--- src/rtl/fdcc_pkg.sv ---
package fdcc_pkg;

   localparam int FRAME_PIXELS_DEF = 4096;

   localparam int CNT_W   = 13;
   localparam int CH_W    = 8;
   localparam int PIX_W   = 3 * CH_W;
   localparam int ADDR_W  = 4;
   localparam int DATA_W  = 32;

   localparam logic [CNT_W-1:0] FRAME_PIXELS_RST = 13'd4096;
   localparam logic [CH_W-1:0]  THRESHOLD_RST    = 8'd102;
   localparam logic [CNT_W-1:0] LIMIT_RST        = 13'd1;
   localparam logic [CNT_W-1:0] INDEX_NONE       = 13'h1FFF;

   localparam logic ACTION_STORE   = 1'b0;
   localparam logic ACTION_COMPARE = 1'b1;

   localparam logic [1:0] REG_FRAME_PIXELS = 2'd0;
   localparam logic [1:0] REG_THRESHOLD    = 2'd1;
   localparam logic [1:0] REG_LIMIT        = 2'd2;

   typedef enum logic [1:0] {
      STATUS_STORED   = 2'd0,
      STATUS_COMPARED = 2'd1,
      STATUS_NO_REF   = 2'd2
   } status_type;

   typedef struct packed {
      logic [CNT_W-1:0] frame_pixels;
      logic [CH_W-1:0]  threshold;
      logic [CNT_W-1:0] limit;
   } cfg_type;

   // one pixel beat on its way from the input register to the accumulator
   typedef struct packed {
      logic             action;
      logic             ref_ok;
      logic             last;
      logic [CNT_W-1:0] pos;
      logic [CH_W-1:0]  red;
      logic [CH_W-1:0]  green;
      logic [CH_W-1:0]  blue;
   } pix_type;

   typedef struct packed {
      logic [CNT_W-1:0] count;
      logic [CH_W-1:0]  max_red;
      logic [CH_W-1:0]  max_green;
      logic [CH_W-1:0]  max_blue;
      logic [CNT_W-1:0] max_index;
   } run_type;

   typedef struct packed {
      status_type       status;
      logic             triggered;
      logic [CNT_W-1:0] count;
      logic [CH_W-1:0]  max_red;
      logic [CH_W-1:0]  max_green;
      logic [CH_W-1:0]  max_blue;
      logic [CNT_W-1:0] max_index;
   } res_type;

   function automatic logic [CH_W-1:0] abs_diff(input logic [CH_W-1:0] a,
                                                input logic [CH_W-1:0] b);
      return (a > b) ? a - b : b - a;
   endfunction

endpackage

--- src/rtl/fdcc_csr.sv ---
module fdcc_csr import fdcc_pkg::*; (
   input  logic              clock,
   input  logic              reset,
   input  logic              psel,
   input  logic              penable,
   input  logic              pwrite,
   input  logic [ADDR_W-1:0] paddr,
   input  logic [DATA_W-1:0] pwdata,
   output logic [DATA_W-1:0] prdata,
   output logic              pready,
   output cfg_type           cfg
);

   cfg_type cfg_ff;
   cfg_type cfg_in;
   logic    wr_en;

   assign pready = 1'b1;
   assign wr_en  = psel && penable && pwrite;

   always_comb begin
      cfg_in = cfg_ff;
      if (wr_en) begin
         case (paddr[3:2])
            REG_FRAME_PIXELS: cfg_in.frame_pixels = pwdata[CNT_W-1:0];
            REG_THRESHOLD:    cfg_in.threshold    = pwdata[CH_W-1:0];
            REG_LIMIT:        cfg_in.limit        = pwdata[CNT_W-1:0];
            default:          cfg_in = cfg_ff;
         endcase
      end
   end

   always_comb begin
      case (paddr[3:2])
         REG_FRAME_PIXELS: prdata = DATA_W'(cfg_ff.frame_pixels);
         REG_THRESHOLD:    prdata = DATA_W'(cfg_ff.threshold);
         REG_LIMIT:        prdata = DATA_W'(cfg_ff.limit);
         default:          prdata = '0;
      endcase
   end

   always_ff @(posedge clock) begin
      if (reset) begin
         cfg_ff.frame_pixels <= FRAME_PIXELS_RST;
         cfg_ff.threshold    <= THRESHOLD_RST;
         cfg_ff.limit        <= LIMIT_RST;
      end else begin
         cfg_ff <= cfg_in;
      end
   end

   assign cfg = cfg_ff;

endmodule

--- config.mk ---
export PLATFORM = sky130hd
export DESIGN_NAME = fdcc_csr
export DESIGN_NICKNAME = d
export VERILOG_FILES = /design/src/rtl/fdcc_pkg.sv /design/src/rtl/fdcc_csr.sv
export SDC_FILE = /design/constraint.sdc
export NUM_CORES = 1
export LEC_CHECK = 0
export BUFFER_PORTS_ARGS = -buffer_cell sky130_fd_sc_hd__buf_2
export CAP_MARGIN = 30
export CORE_ASPECT_RATIO = 1.75
export CORE_MARGIN = 10
export CORE_UTILIZATION = 40
export DETAILED_ROUTE_END_ITERATION = 12
export PLACE_DENSITY = 0.8
export SYNTH_ARGS = -nofsm -noshare
export SYNTH_HDL_FRONTEND = slang
export SYNTH_SLANG_ARGS = --single-unit
--- constraint.sdc ---
create_clock -name clock -period 1.6 [get_ports clock]
set_clock_uncertainty 0.1 [all_clocks]
set_input_delay 0.32 -clock clock [delete_from_list [all_inputs] [get_ports clock]]
set_output_delay 0.32 -clock clock [all_outputs]
set_load 0.02 [all_outputs]
* After elaboration in Yosys (flattened, before gate mapping)
Cells that the tools add are included.
** Word-level totals
- Bits in registers :: 34
- Bits in read-only memories :: 0
- RAM bits :: 0
- Bits in latches :: 0
- Memories :: 0
** Cells by class
- Order comparisons :: 0
- Add/subtract/negate cells :: 0
- $mul :: 0
- Shifts and indexed selects :: 0
- Multiplexer cells :: 1
- Bitwise gates (word level) :: 0
- Div/mod/pow operators :: 0
- Reduce and logical (&&, ||, !) cells :: 6
- Equality and inequality tests :: 2
** Operators by type and width (number)
- 13-bit one-hot mux with 3 select lines :: 1
- 2-bit AND reduction :: 3
- 2-bit by 1-bit == test with 1-bit output (second input constant) :: 1
- 2-bit == test (second input constant) :: 1
- 1-bit logical AND :: 2
- 2-bit logical NOT :: 1

* Logic depth before layout (Yosys ltp)
Gate-level depths: netlist (run 1).
- Word-level depth :: 3
- Depth in mapped cells :: 5
- Depth with buffers taken out :: 3

* Worst setup path after synthesis (run 1)
No wires, ideal clock.
- Kind :: input-to-output
- Start point :: input paddr[2]
- End point :: output prdata[0]
- Data required time :: 1.180 ns
- Stages :: 4
- Path slack :: 0.003 ns
- Data arrival time :: 1.177 ns
- Path through :: buf_2 -> buf_2 -> mux2i_1 -> o21ai_1
** Between the ends
- Cells in the longest elaborated chain, start to end :: 2
- Elaborated cells on any way between the ends :: 4
** Ends and longest elaborated chain
- from (decl) :: line fdcc_csr.sv:7 : input logic [ADDR_W-1:0] paddr,
- 2-bit == test (tied with other cells) :: line fdcc_csr.sv:34 : case (paddr[3:2])
- 13-bit one-hot mux with 3 select lines * :: line fdcc_csr.sv:34
- to (decl) :: line fdcc_csr.sv:9 : output logic [DATA_W-1:0] prdata,
Mark *: on every way between the ends. The rest lies on a longest branch, timed or not.

* Worst setup path in the final report (run 1)
- Start point :: input paddr[3]
- End point :: output prdata[6]
Same word-level chain as after synthesis.

==> flow_summary.json, run 1 <==
{
  "drt_iter0_markers": 42,
  "num-fill-cells": 435,
  "max_freq_mhz": 667,
  "grt_pass1_wl_um": 7860,
  "worst_setup_path_end_kind": "primary output",
  "cts_max_path_buffers": 2,
  "syn2layout_area_growth_pct": 26.6,
  "setup_viol": 0,
  "drc_errors": 0,
  "met2_usage_pct": 23.2,
  "post_cts_buffers": 0,
  "core_um2": 4440,
  "ioPinCount": 108,
  "crit_path_max_fanout": 6,
  "dieWidth_um": 71.3,
  "power_density_nw_per_um2": 738,
  "synth_cell_types": 18,
  "cts_buffers": 5,
  "slew_viol_final": 0,
  "ys_seq_area_share_pct": 37.0,
  "cts_tree": "built",
  "r2r_end": "cfg[14]",
  "r2r_setup_slack_ps": 840,
  "grt_use_met3_pct": 5.05,
  "clkSinkCount": 34,
  "crit_chain": "buf_2 -> nor2b_2 -> buf_4 -> nand2_1 -> o21ai_1 -> buf_2",
  "avgRoutedWirePerCell_um": 15.2,
  "final_common_cell": "buf_2",
  "via_count": 1515,
  "wirelength_um": 4850,
  "status": "completed",
  "finalHoldViolCount": 0,
  "power.leakage_nw": 1.16,
  "grt_max_degree": 54,
  "holdBufCountCts": 0,
  "arrival_ps": 1080,
  "worst_path_max_delay_cell": "nor2b_2",
  "layout-drive-gt1-share_pct": 33.5,
  "finalCriticalPeriod_ps": 1500,
  "critPathTopFamily": "buffers and inverters",
  "grt_most_used_layer": "met2",
  "final_cell_mix": "buf_2, mux2i_1, nand2b_1, dfxtp_1, conb_1",
  "hold_path_depth": 3,
  "cpMostUsedCell": "buf_2",
  "gp_congestion": 0.792,
  "grt_pass1_vias": 1641,
  "dr.pass1.iters": 4,
  "ctsResizeCount": 0,
  "hpwl_um": 3850,
  "crit_type": "primary input to primary output",
  "synthCells": 198,
  "syn_area_um2": 1840,
  "largest_reg_flops": 34,
  "hold_start": "pwdata[12]",
  "dpl_worst_slack_ps": 55.2,
  "worstReg2RegStart": "cfg[14]",
  "holdPathEnd": "cfg[12]",
  "final_min_period_over_clock_period_pct": 93.7,
  "clk_pin_slew_ps": 60,
  "cts_root_buf": "clkbuf_8",
  "met1_usage_pct": 11.1,
  "track_usage_pct": 12.5,
  "cts_htree_levels": 2,
  "ys_seq_elements": 34,
  "diodes": 0,
  "antenna_found_initial": 0,
  "max_stage_delay_ps": 180,
  "rows": 32,
  "postRouteAntennaNets": 0,
  "clk_latency_ps": 280,
  "cp-start-kind": "primary input",
  "worst_slack_ps": 101,
  "r2r_cells": 2,
  "power_mw": 1.72,
  "synth-warning-count": 0,
  "die_area_um2": 7820,
  "ir_worst_vdd_uv": 710,
  "grt_overflow": 0,
  "start_util_pct": 41.4,
  "hp-class": "primary input to register",
  "die_h_um": 110,
  "finalNetCount": 310,
  "maxCapViolations": 0,
  "syn_avg_cell_area_um2": 9.29,
  "cp.required_ps": 1180,
  "critPathBufInv": 3,
  "drt-vias-per-instance": 4.73,
  "port_buffers": 66
}
## worst max path at each step
stage,start,endpoint,slack (ps),cells past startpoint
final,paddr[3],prdata[6],100,6
after global routing,paddr[3],prdata[6],-0.5,6
after CTS,paddr[3],prdata[2],50,6
after detailed placement,paddr[3],prdata[2],60,6
after global placement,paddr[3],prdata[2],60,6
after floorplan,paddr[2],prdata[0],3,4
## stage by stage
| stage | instances | hold WS (ps) | setup TNS [ps] | util [%] | instance area (um2) |
|---|---|---|---|---|---|
| finish | 320 | 209 | 0 | 52.4 | 2330 |
| global route | 320 | 221 | -0.471 | 52.4 | 2330 |
| CTS | 320 | 203 | 0 | 52.2 | 2320 |
| detailed placement | 313 | 383 | 0 | 50.5 | 2240 |
| global placement | 313 | 369 | 0 | 50.5 | 2240 |
| floorplan | 216 | 375 | 0 | - | 1910 |
## cells by family (layout without fill, tap and decap cells)
kind of cell	Yosys count	after routing	synth area share, %
and+or+nand+nor	74	74	23.4
muxes	47	47	25.6
DFF	34	34	37.0
buffers and inverters	33	86	11.4
AOI/OAI and AO/OA	8	8	2.18
other	2	20	0.408
## layout make-up
type                    instances  area (um2)  area share (%)
flip-flops and latches         34         681            29.2
well taps                      51        63.8            2.74
clock buffers                   7        76.3            3.28
multi-input cells             149        1020            44.0
repair buffers                 79         484            20.8
## cell usage after synthesis
master,count,area [um2]
nor2b_1,1,6.26
nor3b_1,1,7.51
or3b_1,1,8.76
nor3_2,1,10.0
nand3_2,1,10.0
buf_4,21,158
nand4_2,1,12.5
clkbuf_1,6,22.5
nand2_1,8,30.0
nor2_1,17,63.8
mux2i_1,47,470
buf_2,6,30.0
nor3b_4,1,18.8
or3_1,1,6.26
conb_1,2,7.51
o21ai_1,8,40.0
nand2b_1,41,257
dfxtp_1,34,681
## power by group
part / total (mW) / switching (mW) / leakage (nW) / internal, mW
logic: 0.271 / 0.165 / 0.850 / 0.106
clock network: 0.581 / 0.283 / 0.0383 / 0.299
registers: 0.866 / 0.00839 / 0.275 / 0.858
## metal layers
metal | routed length, um | vias to the layer above
met5 | 0 | -
met2 | 2650 | 58
li1 | - | 745
met3 | 439 | 7
met4 | 113 | 0
met1 | 1640 | 705
## worst register-to-register path, stage by stage, from the launching register on
cell     delay [ps]
dfxtp_1         360
nor2_1           60
mux2i_1         150
(Power assumes the default switching activity.)
==> run 2: changes to the inputs <==
--- a/config.mk
+++ b/config.mk
@@ -7,11 +7,14 @@
 export LEC_CHECK = 0
 export BUFFER_PORTS_ARGS = -buffer_cell sky130_fd_sc_hd__buf_2
 export CAP_MARGIN = 30
+export CELL_PAD_IN_SITES_DETAIL_PLACEMENT = 2
+export CELL_PAD_IN_SITES_GLOBAL_PLACEMENT = 2
 export CORE_ASPECT_RATIO = 1.75
 export CORE_MARGIN = 10
-export CORE_UTILIZATION = 40
+export CORE_UTILIZATION = 23
 export DETAILED_ROUTE_END_ITERATION = 12
-export PLACE_DENSITY = 0.8
+export PLACE_DENSITY = 0.84
+export SETUP_SLACK_MARGIN = 0.3
 export SYNTH_ARGS = -nofsm -noshare
 export SYNTH_HDL_FRONTEND = slang
 export SYNTH_SLANG_ARGS = --single-unit
==> flow_summary.json, run 2 (synthesized netlist as in run 1, its figures left out) <==
{
  "layout-drive-gt1-share_pct": 57.5,
  "cp.required_ps": 1180,
  "place_area_um2": 2380,
  "arrival_ps": 1030,
  "avgRoutedWirePerCell_um": 17.7,
  "dr.pass1.iters": 3,
  "grt_pass1_wl_um": 10500,
  "cts_tree": "built",
  "ioPinCount": 108,
  "final_cell_mix": "nand2b_1, mux2i_1, buf_2, buf_6, dfxtp_2",
  "core_um2": 7860,
  "power_frac_comb_pct": 17.2,
  "switching_share_pct": 25.5,
  "final_min_period_over_clock_period_pct": 90.3,
  "diodes": 0,
  "clk_latency_ps": 280,
  "p_int_mw": 1.66,
  "cp-start-kind": "primary input",
  "drc_errors": 0,
  "track_usage_pct": 11.2,
  "drt_iter0_markers": 17,
  "wl_met1_um": 2550,
  "slew_viol_final": 0,
  "cts_root_buf": "clkbuf_16",
  "drt-vias-per-instance": 4.36,
  "fin_cells": 384,
  "finalNetCount": 334,
  "final_util_pct": 39.4,
  "fin_hold_ws_ps": 209,
  "hpwl_um": 5040,
  "postRouteAntennaNets": 0,
  "maxCapViolations": 0,
  "clockPowerShare_pct": 43.6,
  "grt_setup_unrepaired": "true",
  "numPlacedInstances": 355,
  "status": "completed",
  "worst_slack_ps": 155,
  "holdBufCountCts": 0,
  "switchingPower_mw": 0.566,
  "crit_type": "primary input to primary output",
  "port_buffers": 66,
  "tns_ps": 0,
  "max_freq_mhz": 692,
  "syn2layout_area_growth_pct": 68.2,
  "gp_congestion": 0.683,
  "wirelength_um": 6820,
  "wl_met2_um": 3630,
  "met3_wirelength_um": 391,
  "rows": 43,
  "clk_pin_slew_ps": 50,
  "num-fill-cells": 839,
  "cts_htree_levels": 2,
  "setup_viol": 0,
  "largest_reg_flops": 34,
  "crit_path_max_fanout": 5,
  "power_mw": 2.22,
  "register_area_um2": 716,
  "via_count": 1674,
  "die_h_um": 138,
  "grt_overflow": 0,
  "power.leakage_nw": 1.45,
  "highest-signal-layer": "met4",
  "worst_setup_path_end_kind": "primary output",
  "dpl_worst_slack_ps": 8.26,
  "final_common_cell": "nand2b_1",
  "grt_pass1_vias": 1946,
  "power_density_nw_per_um2": 719,
  "ir_worst_vdd_uv": 397,
  "cts_max_path_buffers": 2,
  "cts_buffers": 5,
  "seqPwrFrac_pct": 39.2,
  "die_area_um2": 12100,
  "hp-class": "primary input to register",
  "finalHoldViolCount": 0,
  "antenna_found_initial": 0,
  "multi_input_area_um2": 1200,
  "grt_max_degree": 54,
  "start_util_pct": 23.4,
  "final_design_area_no_fill_um2": 3090,
  "dieWidth_um": 87.6,
  "finalCriticalPeriod_ps": 1450,
  "clkSinkCount": 34
}
## run 2: cell types whose count changed in the layout (fill, tap and decap cells not counted), moves of 4 or more
cell / before / now
buf_6: 1 / 34
dfxtp_1: 34 / 6
dfxtp_2: 0 / 28
buf_2: 65 / 38
buf_4: 9 / 21
o21ai_1: 8 / 0
mux2i_1: 47 / 40
nand2_1: 8 / 2
clkbuf_16: 0 / 5
o21ai_2: 0 / 5
buf_12: 4 / 8
clkbuf_8: 5 / 1
mux2i_4: 0 / 4
## run 2: repair_timing
item / CTS / global route
gates resized for setup: 76 / 48
hold endpoints to repair: 0 / 0
pin swaps: 4 / 2
buffers inserted: 18 / 3
setup endpoints to repair: 14 / 42
## run 2: final timing paths
path | startpoint | end | slack [ps] | cells after the start
setup / recovery | paddr[3] | prdata[5] | 150 | 6
hold / removal | pwdata[12] | cfg[12] | 210 | 3
setup reg to reg | cfg[11] | cfg[11] | 770 | 3
hold reg to reg | cfg[31] | cfg[31] | 390 | 2
## run 2: layout make-up
type | count | share of cell area, %
Clock buffer | 7 | 4.61
Clock inverter | 1 | 0.162
Multi-Input combinational cell | 149 | 38.7
Sequential cell | 34 | 23.1
Tap cell | 90 | 3.64
Timing Repair Buffer | 103 | 29.8
## run 2: worst max-delay path, cell delays in order
cell,delay (ps)
buf_12,100
nor2b_4,170
buf_6,160
nand2_2,80
o21ai_4,70
buf_6,130
## run 2: routing by layer
metal | vias to the layer above | track usage, %
met2 | 60 | 19.2
met3 | 11 | 3.65
li1 | 799 | -
met1 | 804 | 11.3
met5 | - | 0
met4 | 0 | 6.49
## run 2: power groups by stage
stage | Clock, mW | Sequential [mW] | Combinational [mW]
4_1_cts | 0.999 | 0.870 | 0.364
3_5_place_dp | 0 | 0.886 | 0.294
2_1_floorplan | 0 | 0.897 | 0.226
6_report | 0.969 | 0.871 | 0.382
3_3_place_gp | 0 | 0.885 | 0.288
5_1_grt | 1.05 | 0.872 | 0.410
