$ cat src/rtl/fdcc_pkg.sv
package fdcc_pkg;

   localparam int FRAME_PIXELS_DEF = 4096;

   localparam int CNT_W   = 13;
   localparam int CH_W    = 8;
   localparam int PIX_W   = 3 * CH_W;
   localparam int ADDR_W  = 4;
   localparam int DATA_W  = 32;

   localparam logic [CNT_W-1:0] FRAME_PIXELS_RST = 13'd4096;
   localparam logic [CH_W-1:0]  THRESHOLD_RST    = 8'd102;
   localparam logic [CNT_W-1:0] LIMIT_RST        = 13'd1;
   localparam logic [CNT_W-1:0] INDEX_NONE       = 13'h1FFF;

   localparam logic ACTION_STORE   = 1'b0;
   localparam logic ACTION_COMPARE = 1'b1;

   localparam logic [1:0] REG_FRAME_PIXELS = 2'd0;
   localparam logic [1:0] REG_THRESHOLD    = 2'd1;
   localparam logic [1:0] REG_LIMIT        = 2'd2;

   typedef enum logic [1:0] {
      STATUS_STORED   = 2'd0,
      STATUS_COMPARED = 2'd1,
      STATUS_NO_REF   = 2'd2
   } status_type;

   typedef struct packed {
      logic [CNT_W-1:0] frame_pixels;
      logic [CH_W-1:0]  threshold;
      logic [CNT_W-1:0] limit;
   } cfg_type;

   // one pixel beat on its way from the input register to the accumulator
   typedef struct packed {
      logic             action;
      logic             ref_ok;
      logic             last;
      logic [CNT_W-1:0] pos;
      logic [CH_W-1:0]  red;
      logic [CH_W-1:0]  green;
      logic [CH_W-1:0]  blue;
   } pix_type;

   typedef struct packed {
      logic [CNT_W-1:0] count;
      logic [CH_W-1:0]  max_red;
      logic [CH_W-1:0]  max_green;
      logic [CH_W-1:0]  max_blue;
      logic [CNT_W-1:0] max_index;
   } run_type;

   typedef struct packed {
      status_type       status;
      logic             triggered;
      logic [CNT_W-1:0] count;
      logic [CH_W-1:0]  max_red;
      logic [CH_W-1:0]  max_green;
      logic [CH_W-1:0]  max_blue;
      logic [CNT_W-1:0] max_index;
   } res_type;

   function automatic logic [CH_W-1:0] abs_diff(input logic [CH_W-1:0] a,
                                                input logic [CH_W-1:0] b);
      return (a > b) ? a - b : b - a;
   endfunction

endpackage

$ cat src/rtl/fdcc_accum.sv
module fdcc_accum import fdcc_pkg::*; (
   input  logic             clock,
   input  logic             reset,
   input  logic             pix_valid,
   input  pix_type          pix,
   input  logic [PIX_W-1:0] ref_pix,
   input  logic [CNT_W-1:0] size,
   input  logic [CH_W-1:0]  threshold,
   input  logic [CNT_W-1:0] limit,
   input  logic             rsp_ready,
   output logic             pix_taken,
   output logic             rsp_valid,
   output res_type          rsp
);

   run_type         run_ff;
   run_type         run_in;
   run_type         run_upd;
   run_type         run_clear;
   logic            rsp_valid_ff;
   logic            rsp_valid_in;
   res_type         rsp_ff;
   res_type         rsp_in;
   logic [CH_W-1:0] dr;
   logic [CH_W-1:0] dg;
   logic [CH_W-1:0] db;
   logic            changed;

   assign run_clear = '{count: '0, max_red: '0, max_green: '0, max_blue: '0,
                        max_index: INDEX_NONE};

   // a last beat needs the result register free
   assign pix_taken = pix_valid && !(pix.last && rsp_valid_ff && !rsp_ready);

   assign dr = abs_diff(pix.red,   ref_pix[3*CH_W-1:2*CH_W]);
   assign dg = abs_diff(pix.green, ref_pix[2*CH_W-1:CH_W]);
   assign db = abs_diff(pix.blue,  ref_pix[CH_W-1:0]);
   assign changed = (dr > threshold) || (dg > threshold) || (db > threshold);

   always_comb begin
      run_upd = run_ff;
      if (pix.action == ACTION_COMPARE && pix.ref_ok) begin
         if (dr > run_ff.max_red) begin
            run_upd.max_red   = dr;
            run_upd.max_index = pix.pos;
         end
         if (dg > run_ff.max_green) begin
            run_upd.max_green = dg;
            run_upd.max_index = pix.pos;
         end
         if (db > run_ff.max_blue) begin
            run_upd.max_blue  = db;
            run_upd.max_index = pix.pos;
         end
         // saturate at the frame size
         if (changed && run_ff.count < size) begin
            run_upd.count = run_ff.count + 1'b1;
         end
      end
   end

   always_comb begin
      rsp_in = '{status: STATUS_STORED, triggered: 1'b0, count: '0, max_red: '0,
                 max_green: '0, max_blue: '0, max_index: INDEX_NONE};
      if (pix.action == ACTION_COMPARE) begin
         if (pix.ref_ok) begin
            rsp_in.status    = STATUS_COMPARED;
            rsp_in.triggered = (run_upd.count >= limit);
            rsp_in.count     = run_upd.count;
            rsp_in.max_red   = run_upd.max_red;
            rsp_in.max_green = run_upd.max_green;
            rsp_in.max_blue  = run_upd.max_blue;
            rsp_in.max_index = run_upd.max_index;
         end else begin
            rsp_in.status = STATUS_NO_REF;
         end
      end
   end

   always_comb begin
      run_in       = run_ff;
      rsp_valid_in = rsp_valid_ff && !rsp_ready;
      if (pix_taken) begin
         run_in = pix.last ? run_clear : run_upd;
         if (pix.last) begin
            rsp_valid_in = 1'b1;
         end
      end
   end

   always_ff @(posedge clock) begin
      if (reset) begin
         run_ff       <= run_clear;
         rsp_valid_ff <= 1'b0;
      end else begin
         run_ff       <= run_in;
         rsp_valid_ff <= rsp_valid_in;
      end
   end

   always_ff @(posedge clock) begin
      if (pix_taken && pix.last) begin
         rsp_ff <= rsp_in;
      end
   end

   assign rsp_valid = rsp_valid_ff;
   assign rsp       = rsp_ff;

endmodule

$ cat config.mk
export PLATFORM = sky130hd
export DESIGN_NAME = fdcc_accum
export DESIGN_NICKNAME = d
export VERILOG_FILES = /design/src/rtl/fdcc_pkg.sv /design/src/rtl/fdcc_accum.sv
export SDC_FILE = /design/constraint.sdc
export NUM_CORES = 1
export LEC_CHECK = 0
export BUFFER_PORTS_ARGS = -buffer_cell sky130_fd_sc_hd__buf_4
export CAP_MARGIN = 10
export CORE_UTILIZATION = 29
export DETAILED_ROUTE_END_ITERATION = 6
export PLACE_DENSITY = 0.52
export SYNTH_ARGS = -nofsm -noshare
export SYNTH_HDL_FRONTEND = slang
export SYNTH_SLANG_ARGS = --single-unit
export TNS_END_PERCENT = 50
$ cat constraint.sdc
create_clock -name clock -period 5.8 [get_ports clock]
set_clock_uncertainty 0.2 [all_clocks]
set_input_delay 1.16 -clock clock [delete_from_list [all_inputs] [get_ports clock]]
set_output_delay 1.16 -clock clock [all_outputs]
set_load 0.02 [all_outputs]
* Word level (Yosys, flattened, before mapping) *
Cells that the tools add are included.

storage, ports and cells
  register bits = 104
  latch bits = 0
  bits in writable memories = 0
  memory bits (read-only) = 0
  input port bits = 102
  output and inout port bits = 55
  word-level logic and storage cells = 57
  memories = 0

cells by class
  $add $sub $neg = 7
  $mul = 0
  div/mod/pow operators = 0
  $lt $le $gt $ge = 11
  equality and inequality tests = 0
  shift-type cells = 0
  multiplexer cells = 14
  bitwise gates (word level) = 0
  reductions and logical operators = 12

operators by type and width
  kind                                                              number
  50-bit two-way mux                                                2
  8-bit > comparator                                                9
  8-bit subtractor                                                  6
  8-bit two-way mux                                                 5
  13-bit two-way mux                                                3
  21-bit two-way mux                                                1
  13-bit by 1-bit adder with 13-bit output (second input constant)  1
  13-bit greater-or-equal comparator                                1
  13-bit less-than comparator                                       1
  1-bit logical AND                                                 7
  1-bit logical NOT                                                 2
  1-bit logical OR                                                  2
  1-bit two-way mux                                                 2
  2-bit two-way mux                                                 1
  2-bit AND reduction                                               1

* Depth between registers and ports, before layout *
Gate-level depths: netlist of the first run.

  word-level depth = 9
  mapped depth = 28
  mapped depth without buffers = 26

* Least setup slack after synthesis of the first run *
No wires, ideal clock.

  kind = input to register
  start = in pix[16] (netlist bit)
  end = reg rsp_ff, in the netlist rsp[50], data pin
  library setup time = 268 ps
  arrival time = 5708 ps
  data required time = 5332 ps
  setup slack = -376 ps
  stages = 26
  path buffers = 1
  path through = inv_1 ha_1 inv_1 fa_1 nand3_1 a21oi_1 o21ai_2 mux2_2 or2_2 a21boi_1 xnor2_1 ha_1 nand4_1 nor2_1 a211oi_1 nor4_4 a211oi_4 buf_6 nand4_1 nand2_1 ha_1 and4_1 nand2_1 nor3_1 a2111oi_0 a21oi_1

RTL lines
  item                  RTL line           source
  start, declared       fdcc_accum.sv:5    input pix_type pix,
  end signal, assigned  fdcc_accum.sv:103  rsp_ff <= rsp_in;
  end, declared         fdcc_accum.sv:22   res_type rsp_ff;

==> run metrics, run 1 <==
Required @ worst endpoint=5.70 ns; number of global-route vias before repair=7716; I/O Buffers=156; Hold-fix buffers, CTS=0; clock tree buffer depth=2; Routed WL=24900 um; initial antenna violation count=0; CTS H-tree lvls=3; Critical Path Start Type=primary input; final number of max-transition violations=0; Setup WS post-layout=-0.0365 ns; Initial Util=0.296; reg2reg start=run_ff[47]; Mapped Cells=951; vias per cell=4.80; clock root cell=clkbuf_16; sum of negative setup slack=-0.0365 ns; Total Routing Usage GR=0.163; leading cell type in the layout, fill and taps excluded=buf_4; gr ovfl total=0; share of cells above drive strength 1=0.331; outcome=complete, but fails checks; Syn Area/Cell=8.98 sq um; Detailed Place HPWL=19500 um; Leak Pwr=5.45 nW; Ports=157; average routed wire per standard cell=15.1 um; die height=174 um; gpl congestion=0.810; Rows=62; Primary FF master, synth=edfxtp_1; total CTS buffers=9; Sink Count=104; first-pass GRT wire length=39600 um; Synthesis Warnings=0; Die Area=0.0301 sq mm; dpl cells=1606; Hold Crit Class=register to register; Max Freq=171 MHz; share of the synthesized area in the top cell type=0.186; Die X=174 um; Worst-Margin Slew=0.929 ns; crit path kind=primary input to register; RSZ-0062 raised after global routing=yes; Async S/R FF share, synth=0; worst slack, placed=-0.543 ns; n_diodes=0; clk_lat worst skew=0.36 ns; most frequent cells in the layout=buf_4, inv_1, ha_1; Nets=1481; 1st-pass router iterations=4; Slew HR=0.378; Max VDD drop=0.128 mV; Iter 0 DRT Violations=361; maxcap violations=0; arrival time at the worst endpoint=5.74 ns; largest cells by area after synthesis=edfxtp_1, ha_1, dfxtp_1, inv_1, mux2i_1; largest net degree at the start of global routing=35; Post-synth EDFFs=53; core area=0.0289 sq mm; CP endpoint kind=register; Worst-path clk slew=0.08 ns; Synth cell types=82; Mapped Area=0.00854 sq mm; worst-path maximum fanout=6; PwrDens=218 mW/mm^2; area leader, netlist=edfxtp_1; Final Hold Viols=0; setup violators final=1; failing checks=negative setup slack; area grow syn2layout=40.2%; synthesized net count=1178; post-layout min period=5.84 ns; DRC=0; Final ANT Viol Nets=0; Finished Layout Cells=1643; Crit. Startpoint=pix[16]; Seq/Total Area, Yosys=0.306; worst min-delay path startpoint=run_ff[7]; final clock period utilization by the worst path=1.01; Yosys reg bits=104; CTS tree=done; Via Count=7881
==> kinds of logic after synthesis <==
logic type | count (synthesis) | synth area share
buf+inv | 164 | 0.0760
fa+ha+maj | 125 | 0.188
xor+xnor | 26 | 0.0267
mux | 53 | 0.0630
simple gates | 253 | 0.151
flops | 104 | 0.306
compound gates | 226 | 0.189
==> final cells by class <==
type,instances,area [sq um]
clock inverter,6,67.6
multi-input combinational,683,5580
sequential,104,2610
tap,384,480
inverter,131,504
fill,2966,16900
timing repair buffer,325,2490
clock buffer,10,250
==> per-layer routing <==
metal,track usage,vias to the layer above,routed length (um)
li1,-,4012,-
met2,0.272,194,11800
met3,0.0224,23,1120
met1,0.222,3652,11700
met4,0.0402,0,283
met5,0,-,0
==> metrics by stage <==
step | hold WS (ns) | power [mW] | area (sq um) | util
after floorplan | 0.241 | 1.44 | 8620 | -
after global placement | 0.253 | 1.87 | 11200 | 0.389
after detailed placement | 0.262 | 1.88 | 11200 | 0.389
after CTS | 0.283 | 2.56 | 11700 | 0.404
after global routing | 0.308 | 2.78 | 12000 | 0.415
final | 0.276 | 2.61 | 12000 | 0.415
==> cell usage after synthesis, drive strengths merged (11+ instances only) <==
master  count
a211oi     24
a21o       16
a21oi      61
a22o       11
a31oi      11
and2       11
buf        12
clkbuf     21
dfxtp      51
edfxtp     53
ha        119
inv       130
mux2i      47
nand2      77
nand3      21
nand4      26
nor2       49
nor2b      24
o21ai      37
xnor2      20
==> worst paths after layout <==
check / end / slack (ns) / cells past startpoint
setup reg to reg: rsp[50] / 1.96 / 14
hold / removal: run_ff[7] / 0.28 / 2
hold reg to reg: run_ff[7] / 0.28 / 2
setup / recovery: rsp[50] / -0.04 / 28
==> state kept, by name, summed over array words and instances (netlist names) <==
signal     count
rsp_valid      1
run_ff        50
rsp           53
==> power breakdown <==
group	leakage (nW)	total, mW	switching, mW	internal [mW]
registers	0.897	0.819	0.0134	0.805
logic	4.39	1.14	0.575	0.562
clock network	0.157	0.655	0.322	0.333
total	5.45	2.61	0.911	1.70
==> critical path: stages <==
cell,delay (ns)
buf_6,0.10
inv_4,0.04
ha_4,0.13
inv_4,0.03
fa_2,0.39
nand3_2,0.08
a21oi_2,0.07
o21ai_2,0.19
mux2_4,0.33
or2_4,0.27
a21boi_4,0.15
xnor2_2,0.09
ha_1,0.29
nand4_1,0.15
nor2_2,0.22
a211oi_4,0.08
nor4_4,0.35
buf_12,0.18
a21oi_4,0.06
mux2_4,0.33
ha_4,0.24
nor2b_4,0.12
o21ai_1,0.12
nand2b_1,0.08
a21oi_2,0.14
o211ai_1,0.11
o2111ai_1,0.12
a21oi_1,0.09
==> what timing repair did <==
item	CTS	global route
pin swaps	11	42
resized for setup	7	45
buffers inserted	9	13
setup endpoints to repair	1	1
Note: power is estimated with default switching activity, not from simulation.
==> run 2, diff against run 1 <==
- CELL_PAD_IN_SITES_DETAIL_PLACEMENT: not set -> 0
- CELL_PAD_IN_SITES_GLOBAL_PLACEMENT: not set -> 1
- PLACE_DENSITY: 0.52 -> 0.64
==> run 2 against run 1 <==
  * The run now ends clean
  * Final area up 0.28%
  * Via count increased by 0.23%
  * Clock-buffer cell count down 1
  * Sequential power is essentially flat
  * Wire length rose by 0.75%
  * Flip-flop and latch count stayed put
  * Clock power down 2%
  * Combinational power is 4% higher
  * Power increased by 1.2%
  * Critical path depth is 3 lower
  * Sequential share of layout area is 0.061 points lower
  * Register-to-register slack better by 0.02 ns
==> run metrics, run 2 (synthesis gave the netlist of run 1 again) <==
Max Freq=173 MHz (+1.1%); final clock period utilization by the worst path=0.995 (-0.0109); Iter 0 DRT Violations=281 (-22%); total CTS buffers=9 (unchanged); leading cell type in the layout, fill and taps excluded=buf_4; share of cells above drive strength 1=0.334 (+0.00264); setup violators final=0 (-1); initial antenna violation count=0 (unchanged); Worst-path clk slew=0.09 ns (about the same); clock root cell=clkbuf_16; Worst-Margin Slew=0.924 ns (-0.00522 ns); Required @ worst endpoint=5.70 ns (about the same); number of global-route vias before repair=7775 (+0.76%); Routed WL=25100 um (+0.75%); Reg-to-Reg End=rsp[50]; Nets=1492 (+0.74%); vias per cell=4.78 (-0.44%); Global Route met2 Usage=0.290 (+0.0182); RSZ-0062 raised after global routing=yes; Leak Pwr=5.49 nW (+0.80%); Design Power=2.64 mW (+1.2%); I/O Buffers=156 (unchanged); n_diodes=0 (unchanged); Util after Layout=0.416 (+0.00117); dpl cells=1609 (+0.19%); Crit. Startpoint=pix[8]; clock tree buffer depth=2 (unchanged); core area=0.0289 sq mm (unchanged); area grow syn2layout=40.6%; Detailed Place HPWL=19600 um (+0.91%); worst hold path depth=2 (unchanged); die height=174 um (unchanged); gpl congestion=0.822 (+1.5%); worst reg2reg path depth=13 (-1); largest net degree at the start of global routing=35 (unchanged); met3 Track Usage GR=0.0184 (-0.00395); first-pass GRT wire length=39900 um (+0.84%); final number of max-transition violations=0 (unchanged); CP endpoint kind=register; average routed wire per standard cell=15.2 um (about the same); Ports=157 (unchanged); Hold Crit Class=register to register; 1st-pass router iterations=5 (+1); M1 GR Usage=0.219 (-0.00255); Critical Path Start Type=primary input; Final Hold Viols=0 (unchanged); PwrDens=220 mW/mm^2 (+0.90%); CTS tree=done; DRC=0 (unchanged); reg2reg start=run_ff[41]; Sink Count=104 (unchanged); gr ovfl total=0 (unchanged); Max VDD drop=0.128 mV (+0.27%); Initial Util=0.296 (unchanged); Finished Layout Cells=1654 (+0.67%); crit path kind=primary input to register; most frequent cells in the layout=buf_4, inv_1, ha_1; Rows=62 (unchanged); Total Routing Usage GR=0.166 (+0.00262); worst-path maximum fanout=6 (unchanged); Most Crowded Layer GR=met2; CTS H-tree lvls=3 (unchanged); Slew HR=0.383 (+0.00450); r2r setup slk=1.98 ns (+0.02 ns); arrival time at the worst endpoint=5.68 ns (-0.06 ns); max reg flops=53 (unchanged); outcome=completed; Via Count=7899 (+0.23%); Final ANT Viol Nets=0 (unchanged); CP endpoint=rsp[50]; clk_lat worst skew=0.36 ns (about the same); post-layout min period=5.77 ns (-0.0632 ns); maxcap violations=0 (unchanged); Die X=174 um (unchanged); Die Area=0.0301 sq mm (unchanged); minimum hold slack=0.277 ns (+0.00133 ns)
## run 2: changes by cell type in the layout (fill, tap and decap cells not counted), moves of 2 or more
cell and delta:
nand2_2 +2, nand2_1 -3, a2111oi_1 +2, clkinv_4 -2, inv_6 +2, a2111oi_2 -2
buf_4 +8, a21oi_2 -2, a21oi_1 +2, buf_6 +3, a211oi_2 +2
## run 2: area by class of cell
cell class              instances  area [sq um]
inverters                     131           502
fillers                      2945         16800
flip-flops and latches        104          2610
multi-input cells             683          5520
clock inverters                 7          83.8
clock buffers                   9           225
repair buffers                336          2590
well taps                     384           480
## run 2: worst min path at each step
| stage | startpoint | endpoint | slack (ns) |
|---|---|---|---|
| final | run_ff[10] | run_ff[10] | 0.28 |
| after detailed placement | run_ff[11] | run_ff[11] | 0.26 |
| after CTS | run_ff[11] | run_ff[11] | 0.28 |
| after global routing | run_ff[12] | run_ff[12] | 0.29 |
| after global placement | run_ff[6] | run_ff[6] | 0.25 |
| after floorplan | run_ff[0] | run_ff[0] | 0.24 |
## run 2: critical path, cell delays in order
cell and delay (ns):
buf_4 0.11, inv_1 0.05, ha_1 0.16, inv_1 0.06, fa_1 0.40, nand3_1 0.14
a21oi_1 0.11, o21ai_4 0.24, buf_4 0.16, mux2i_1 0.25, o221ai_1 0.21, xnor2_2 0.21
ha_1 0.31, nand4_1 0.12, a21oi_2 0.19, o21ai_4 0.14, a211oi_4 0.38, a31o_1 0.22
nand2_1 0.07, ha_1 0.29, and4_4 0.20, nand2_2 0.06, nor3_1 0.05, a2111oi_1 0.26
a21oi_1 0.12
## run 2: per-layer routing
layer  routed length [um]  part of all wire  vias to the layer above
li1                     -                 -                     4034
met1                11900              0.48                     3717
met2                12300              0.49                      131
met3                  616             0.025                       17
met4                  239            0.0095                        0
met5                    0                 0                        -
## run 2: repair_timing
item                                    4_1_cts  5_1_grt
endpoints found under the setup margin        1       41
cloned                                        0        2
pin swaps                                    30       22
hold buffers                                  0        0
setup buffers                                21       10
endpoints found under the hold margin         0        0
resized for setup                            24       26
## run 2: per-stage QoR
stage	setup WS [ns]	setup TNS [ns]	instance area [sq um]
finish	0.0267	0	12000
detailed placement	-0.477	-0.477	11300
floorplan	-0.188	-0.188	8620
CTS	-0.0329	-0.0329	11800
global placement	-0.384	-0.384	11300
global route	-0.228	-0.228	12000
## run 2: power breakdown
group          internal (mW)  switching, mW
Clock                  0.312          0.333
Sequential             0.805         0.0128
Combinational          0.593          0.586
Total                   1.71          0.932
